**src/design/rbtp_pkg.sv**
```systemverilog
// ---------------------------------------------------------------------------
// rbtp_pkg: shared types and constants for the rotated box table
// Item kinds, datapath operation codes and the per-box collide sequence.
// ---------------------------------------------------------------------------
package rbtp_pkg;

  localparam int MAX_BOXES_DEF = 16;
  localparam int POS_W         = 24;
  localparam int CRD_W         = 28;
  localparam int HALF_W        = 15;
  localparam int ANG_W         = 12;
  localparam int SCL_W         = 14;
  localparam int RAD_W         = 16;
  localparam int SLOT_W        = 4;
  localparam int KIND_W        = 3;
  localparam int STEP_W        = 4;

  localparam logic [KIND_W-1:0] KIND_ADD     = 3'd0;
  localparam logic [KIND_W-1:0] KIND_CLEAR   = 3'd1;
  localparam logic [KIND_W-1:0] KIND_TICK    = 3'd2;
  localparam logic [KIND_W-1:0] KIND_COLLIDE = 3'd3;
  localparam logic [KIND_W-1:0] KIND_ARM     = 3'd4;
  localparam logic [KIND_W-1:0] KIND_TRIG    = 3'd5;

  localparam logic [ANG_W-1:0]  SPIN_STEP     = 12'd8;
  localparam logic [25:0]       TRIGGER_RANGE = 26'd500;
  localparam logic [STEP_W-1:0] COL_LAST      = 4'd15;

  typedef enum logic [4:0] {
    OP_NONE, OP_LOAD, OP_ADD, OP_FULL, OP_ARM, OP_TRIG0, OP_RD, OP_TICKW, OP_TCHK,
    OP_HW, OP_HD, OP_SQS, OP_SQC, OP_INS, OP_INC, OP_YS, OP_YC,
    OP_BW0, OP_BW1, OP_BD0, OP_BD1, OP_BND, OP_PEN, OP_PUSH, OP_OUTXY
  } dp_op_t;

  typedef struct packed {
    dp_op_t op;
  } dp_cmd_t;

  typedef struct packed {
    logic fresh;
  } dp_stat_t;

  typedef struct packed {
    logic signed [POS_W-1:0] x;
    logic signed [POS_W-1:0] z;
    logic [ANG_W-1:0]        ang;
    logic [SCL_W-1:0]        scl;
  } box_t;

  // One box of a collide walk takes sixteen steps.
  function automatic dp_op_t col_op(input logic [STEP_W-1:0] step);
    dp_op_t op;
    case (step)
      4'd0:    op = OP_RD;
      4'd1:    op = OP_HW;
      4'd2:    op = OP_HD;
      4'd3:    op = OP_SQS;
      4'd4:    op = OP_SQC;
      4'd5:    op = OP_INS;
      4'd6:    op = OP_INC;
      4'd7:    op = OP_YS;
      4'd8:    op = OP_YC;
      4'd9:    op = OP_BW0;
      4'd10:   op = OP_BW1;
      4'd11:   op = OP_BD0;
      4'd12:   op = OP_BD1;
      4'd13:   op = OP_BND;
      4'd14:   op = OP_PEN;
      4'd15:   op = OP_PUSH;
      default: op = OP_NONE;
    endcase
    return op;
  endfunction

endpackage

```
**src/design/rbtp_ctrl.sv**
```systemverilog
// ---------------------------------------------------------------------------
// rbtp_ctrl: box table sequencer
// Accepts commands, keeps the box count and steps the datapath through walks.
// ---------------------------------------------------------------------------
module rbtp_ctrl #(
  parameter int MAX_BOXES = rbtp_pkg::MAX_BOXES_DEF,
  parameter int AW        = (MAX_BOXES > 1) ? $clog2(MAX_BOXES) : 1,
  parameter int CNT_W     = $clog2(MAX_BOXES + 1)
) (
  input  logic                         clk,
  input  logic                         rst_n,
  input  logic                         in_valid,
  output logic                         in_ready,
  input  logic [rbtp_pkg::KIND_W-1:0]  in_kind,
  output logic                         out_valid,
  input  logic                         out_ready,
  output rbtp_pkg::dp_cmd_t            cmd,
  output logic [AW-1:0]                addr,
  input  rbtp_pkg::dp_stat_t           stat
);
  import rbtp_pkg::*;

  typedef enum logic [2:0] {S_IDLE, S_EXEC, S_WALK, S_FIN, S_DONE} state_t;

  state_t state_r, state_nxt;
  logic [KIND_W-1:0] kind_r, kind_nxt;
  logic [CNT_W-1:0] count_r, count_nxt;
  logic [AW-1:0] idx_r, idx_nxt;
  logic [STEP_W-1:0] step_r, step_nxt;
  logic out_valid_r, out_valid_nxt;
  logic last_box, last_step;

  localparam logic [CNT_W-1:0] CNT_MAX = CNT_W'(MAX_BOXES);

  assign in_ready  = (state_r == S_IDLE);
  assign out_valid = out_valid_r;
  assign last_box  = (CNT_W'(idx_r) == count_r - CNT_W'(1));
  assign last_step = (kind_r == KIND_COLLIDE) ? (step_r == COL_LAST) : step_r[0];

  always_comb begin
    state_nxt     = state_r;
    kind_nxt      = kind_r;
    count_nxt     = count_r;
    idx_nxt       = idx_r;
    step_nxt      = step_r;
    out_valid_nxt = out_valid_r;
    cmd.op        = OP_NONE;
    addr          = idx_r;
    case (state_r)
      S_IDLE: begin
        if (in_valid) begin
          cmd.op    = OP_LOAD;
          kind_nxt  = in_kind;
          state_nxt = S_EXEC;
        end
      end
      S_EXEC: begin
        idx_nxt   = '0;
        step_nxt  = '0;
        state_nxt = S_DONE;
        case (kind_r)
          KIND_ADD: begin
            if (count_r == CNT_MAX) begin
              cmd.op = OP_FULL;
            end else begin
              cmd.op    = OP_ADD;
              addr      = AW'(count_r);
              count_nxt = count_r + CNT_W'(1);
            end
          end
          KIND_CLEAR: count_nxt = '0;
          KIND_TICK: if (count_r != '0) state_nxt = S_WALK;
          KIND_COLLIDE: state_nxt = (count_r != '0) ? S_WALK : S_FIN;
          KIND_ARM: cmd.op = OP_ARM;
          KIND_TRIG: begin
            cmd.op = OP_TRIG0;
            if (stat.fresh && count_r != '0) state_nxt = S_WALK;
          end
          default: ;
        endcase
        if (state_nxt == S_DONE) out_valid_nxt = 1'b1;
      end
      S_WALK: begin
        case (kind_r)
          KIND_COLLIDE: cmd.op = col_op(step_r);
          KIND_TICK:    cmd.op = step_r[0] ? OP_TICKW : OP_RD;
          default:      cmd.op = step_r[0] ? OP_TCHK : OP_RD;
        endcase
        if (last_step) begin
          step_nxt = '0;
          if (last_box) begin
            if (kind_r == KIND_COLLIDE) begin
              state_nxt = S_FIN;
            end else begin
              state_nxt     = S_DONE;
              out_valid_nxt = 1'b1;
            end
          end else begin
            idx_nxt = idx_r + AW'(1);
          end
        end else begin
          step_nxt = step_r + STEP_W'(1);
        end
      end
      S_FIN: begin
        cmd.op        = OP_OUTXY;
        state_nxt     = S_DONE;
        out_valid_nxt = 1'b1;
      end
      S_DONE: begin
        if (out_ready) begin
          out_valid_nxt = 1'b0;
          state_nxt     = S_IDLE;
        end
      end
      default: state_nxt = S_IDLE;
    endcase
  end

  always_ff @(posedge clk) begin
    if (!rst_n) begin
      state_r     <= S_IDLE;
      kind_r      <= '0;
      count_r     <= '0;
      idx_r       <= '0;
      step_r      <= '0;
      out_valid_r <= 1'b0;
    end else begin
      state_r     <= state_nxt;
      kind_r      <= kind_nxt;
      count_r     <= count_nxt;
      idx_r       <= idx_nxt;
      step_r      <= step_nxt;
      out_valid_r <= out_valid_nxt;
    end
  end

  a_count_bound: assert property (@(posedge clk) disable iff (!rst_n)
    count_r <= CNT_MAX)
    else $error("box count above table depth");
  a_walk_in_table: assert property (@(posedge clk) disable iff (!rst_n)
    (state_r == S_WALK) |-> (CNT_W'(idx_r) < count_r))
    else $error("walk index past the filled table");
  a_valid_only_done: assert property (@(posedge clk) disable iff (!rst_n)
    out_valid_r |-> (state_r == S_DONE))
    else $error("result shown outside the done state");
endmodule

```
**config.mk**
```make
export PLATFORM = sky130hd
export DESIGN_NAME = rbtp_ctrl
export DESIGN_NICKNAME = d
export VERILOG_FILES = /design/src/design/rbtp_pkg.sv /design/src/design/rbtp_ctrl.sv
export SDC_FILE = /design/constraint.sdc
export NUM_CORES = 1
export LEC_CHECK = 0
export ABC_AREA = 1
export BUFFER_PORTS_ARGS = -buffer_cell sky130_fd_sc_hd__buf_2
export CAP_MARGIN = 15
export CORE_UTILIZATION = 55
export CTS_CLUSTER_DIAMETER = 60
export DETAILED_ROUTE_END_ITERATION = 12
export GPL_ROUTABILITY_DRIVEN = 0
export MAX_ROUTING_LAYER = met4
export PLACE_DENSITY_LB_ADDON = 0.08
export SETUP_SLACK_MARGIN = 0.5
export SYNTH_ARGS = -nofsm -noshare
export SYNTH_HDL_FRONTEND = slang
export SYNTH_SLANG_ARGS = --single-unit
```
**constraint.sdc**
```tcl
create_clock -name clk -period 1.93 [get_ports clk]
set_clock_uncertainty 0.1 [all_clocks]
set_input_delay 0.193 -clock clk [delete_from_list [all_inputs] [get_ports clk]]
set_output_delay 0.193 -clock clk [all_outputs]
set_load 0.02 [all_outputs]
```
* After elaboration in Yosys (flattened, before gate mapping)
Memories as Yosys holds them, arrays and structs flattened. A register that Yosys moved wholly into a read port is not among the register bits. Index checks and enable logic that the tools add are counted.
Storage, ports and cells: output and inout port bits 11, register bits 20, memories 1, bits in read-only memories 80, input port bits 8, word-level logic and storage cells 81
Memories:
- (name not given) | depth 16, bits a word 5, rd ports 1, clocked after Yosys merged registers in 1, wr ports 0, RTL line rbtp_pkg.sv:53 | case (step)
Operators by class: muxes and demuxes 37, reductions and logical operators 12, add/sub/neg operators 4, equality and inequality tests 21
Operators with widths (number):
- $mux 4 | 9
- $mux 3 | 8
- $pmux 5 s2 | 2
- $pmux 5 s4 | 1
- $pmux 3 s3 | 2
- $ne 2x2->1 const B | 8
- $pmux 4 s2 | 2
- $pmux 3 s5 | 1
- $eq 3x2->1 const B | 4
- $eq 3x3->1 const B | 4
- $mux 1 | 10
- $add 4x1->4 const B | 2
- $eq 3x1->1 const B | 2
- $logic_not 3->1 | 2
- $reduce_and 3->1 | 2
- $reduce_and 6->1 | 1
- $add 5x1->5 const B | 1
- $eq 4x5->1 | 1
- $eq 5x5->1 const B | 1
- $mux 5 | 1
- $reduce_bool 5->1 | 1
- $sub 5x1->5 const B | 1
- $eq 4x4->1 const B | 1
- $pmux 1 s4 | 1
- 5 further kinds | 6

* Depth between registers and ports, before layout
depth in word-level cells 8, gate-level depth with buffers 14, gate-level depth less buffers 14

* Worst setup path before layout
Ideal clock, no wire load.
path type reg-to-reg, from register count_r[0], to register idx_r[0], buffers on the path 0, path slack 0.206 ns, data required time 1.714 ns, library setup time 0.116 ns, data arrival time 1.508 ns, cell stages (with the launch flop) 14, cell sequence dfxtp_1 -> inv_2 -> ha_1 -> inv_1 -> nand2_1 -> nand2_1 -> nor2_1 -> nand2_1 -> nor2_2 -> nand2_4 -> nand2_4 -> nor2_1 -> o21ai_0 -> nor2_1
Between the ends: longest elaborated chain between the ends 4
Ends and longest elaborated chain:
- from (decl) | RTL line rbtp_ctrl.sv:27 | logic [CNT_W-1:0] count_r, count_nxt;
- from (signal assigned) | RTL line rbtp_ctrl.sv:131 | count_r <= count_nxt;
- $sub 5x1->5 | RTL line rbtp_ctrl.sv:37 | assign last_box = (CNT_W'(idx_r) == count_r - CNT_W'(1));
- $eq 4x5->1 | RTL line rbtp_ctrl.sv:37
- $ne 2x2->1 (no source line)
- $reduce_and 3->1 (no source line)
- to (signal assigned) | RTL line rbtp_ctrl.sv:132 | idx_r <= idx_nxt;
- to (decl) | RTL line rbtp_ctrl.sv:28 | logic [AW-1:0] idx_r, idx_nxt;
No other way between the ends. A chain may end at the register's enable or synchronous reset.

==> flow_summary.json <==
{
  "synth_top_family_by_area": "simple AND/OR/NAND/NOR gates",
  "grt_max_degree": 14,
  "setup_viol": 3,
  "final_common_cell": "nand2_1",
  "yosys.area_share.adder_pct": 3.75,
  "place.port_buffers": 18,
  "cts.path.max_buffers": 2,
  "dr.pass1.iters": 5,
  "grtUsageTotal_pct": 30.1,
  "synth_area_leaders": "dfxtp_1, nand2_1, inv_1",
  "synth-simple-area-share_pct": 40.1,
  "syn_area_per_cell_um2": 6.58,
  "numCtsBuffers": 3,
  "critPathSlowestCell": "dfxtp_2",
  "synth_ff_type": "dfxtp_1",
  "drt-total-wl_um": 6090,
  "cts.sinks": 25,
  "final_util_pct": 90.5,
  "crit_type": "register to output pin",
  "r2r_slack_ns": 0.01,
  "yosys.area.top_type_share_pct": 30.0,
  "rr_startpoint": "count_r[0]",
  "die_x_um": 57.1,
  "layout.nets": 326,
  "synth.ff_latch_count": 25,
  "syn-cell-area_mm2": 0.00167,
  "clk_latency_ns": 0.33,
  "critPathTopFamily": "simple AND/OR/NAND/NOR gates",
  "grt_pass1_vias": 1727,
  "async_flop_share_pct": 0,
  "path_cells": "inv_4 > ha_4 > nand2_4 > nor2_4 > nand2_2 > o21ai_1 > nand2_1 > nand4_1 > buf_6",
  "tightest_slew_ns": 0.484,
  "synth_area_leader_cell": "dfxtp_1",
  "layout_common_cells": "nand2_1, buf_4, inv_1",
  "crit_buf_inv": 2,
  "ys_types": 33,
  "critPathMaxStageDelay_ns": 0.37,
  "whs_ns": 0.0400,
  "crit_path_start": "count_r[1]",
  "place_hpwl_um": 2830,
  "fmax_mhz": 510,
  "fillers": 123,
  "max_slew_margin_pct": 67.4,
  "antenna_found_initial": 0,
  "synth-edff-count": 0,
  "num_antenna_cells": 0,
  "yosysSeqAreaShare_pct": 30.0,
  "dieArea_mm2": 0.00326,
  "cts_tree": "done",
  "vias_per_cell": 5.93,
  "initialDrtViolationCount": 176,
  "drive_above_1_share_pct": 50.3,
  "die_y_um": 57.1,
  "path_clk_slew_ns": 0.15,
  "violations": "setup timing",
  "hp-class": "primary input to register",
  "status": "complete, but fails checks",
  "final_max_slew_viol_count": 0,
  "finalCriticalPeriod_ns": 1.96,
  "antenna_left": 0,
  "worst_slack_ns": -0.0295,
  "startpoint_type": "register",
  "synth_nets": 267,
  "drc": 0,
  "peakVddDrop_mv": 0.804,
  "synth_compound_area_share_pct": 12.4,
  "yosysWarnings": 0,
  "cap_violations": 0,
  "via_count": 2035,
  "synthXorXnorAreaFrac_pct": 2.10,
  "worstHoldStart": "out_ready",
  "required_ns": 1.64,
  "cp.arrival_ns": 1.67,
  "overflow": 0,
  "critPathMaxFanout": 2,
  "power_density_mw_per_mm2": 1060,
  "end_kind": "output pin",
  "finalPower_mw": 2.68,
  "hold_violations": 0,
  "synthMuxAreaShare_pct": 0,
  "start_util_pct": 59.5,
  "cts_hold_buf": 0,
  "rsz0062_at_grt": "true",
  "period_share_pct": 102,
  "leakage_nw": 1.23,
  "rows": 19,
  "io_pins": 19,
  "synthCells": 254,
  "syn2layout_area_growth_pct": 52.0,
  "core_area_mm2": 0.00281,
  "root_buffer": "clkbuf_4",
  "grt_first_pass_wirelength_um": 7490,
  "cts_htree_levels": 1,
  "wire_per_inst_um": 17.8
}
-- layer usage --
layer	up-vias	share of wire, %	GRT usage (%)
met5	-	0	-
li1	933	-	-
met1	978	39	33.6
met3	32	4.8	3.40
met2	92	51	56.5
met4	0	5.5	8.01
-- synthesized netlist by cell type (2+ instances only) --
master   instances
nor3_1           3
o22ai_1          2
nor3_2           2
or2_2            2
nand2_4          2
nand3_2          2
buf_6            3
a21oi_1         15
inv_2            8
nor2_1          19
inv_1           33
ha_1             5
nand2_1         66
nand3_1         21
o21ai_0         10
nor2_2           4
dfxtp_1         25
nand4_1          9
nand2_2          6
xor2_1           4
-- cells by family (layout without fill, tap and decap cells) --
| group | count (synthesis) | count (layout) |
|---|---|---|
| xor+xnor | 4 | 4 |
| fa+ha+maj | 5 | 5 |
| buf+inv | 46 | 104 |
| flops | 25 | 25 |
| simple gates | 139 | 139 |
| compound gates | 35 | 35 |
-- layout make-up --
class	count	area (µm²)	share of cell area, %
Clock buffer	4	26.3	1.03
Inverter	43	181	7.15
Timing Repair Buffer	57	487	19.2
Tap cell	31	38.8	1.53
Sequential cell	25	524	20.7
Multi-Input combinational cell	183	1280	50.5
-- report_power, final --
group	switching (mW)	total [mW]	internal, mW
clock network	0.168	0.249	0.0810
logic	0.992	1.74	0.745
registers	0.0935	0.696	0.603
-- worst paths after layout --
path / endpoint / cells after the start
setup / recovery: cmd[0] / 9
hold / removal: state_r[2] / 3
setup reg to reg: state_r[2] / 13
hold reg to reg: idx_r[2] / 2
-- tightest hold or removal path: cells and delay by family --
kind	cells	cell delay [ns]
buffers and inverters	1	0.08
and+or+nand+nor	1	0.12
AOI/OAI and AO/OA	1	0.05
-- metrics by stage --
stage	setup WS, ns	instance area, µm²	TNS [ns]	std cells
after detailed placement	0.192	1860	0	303
after global placement	0.195	1860	0	303
after CTS	0.0433	2220	0	329
final	-0.0295	2540	-0.0767	343
after floorplan	0.320	1740	0	254
after global routing	-0.187	2540	-1.14	343
-- timing repair --
action,4_1_cts,5_1_grt
resized for setup,53,57
pin swaps,17,25
endpoints found under the hold margin,0,0
setup endpoints to repair,29,33
setup buffers,22,14
Note: power is estimated with default switching activity, not from simulation.
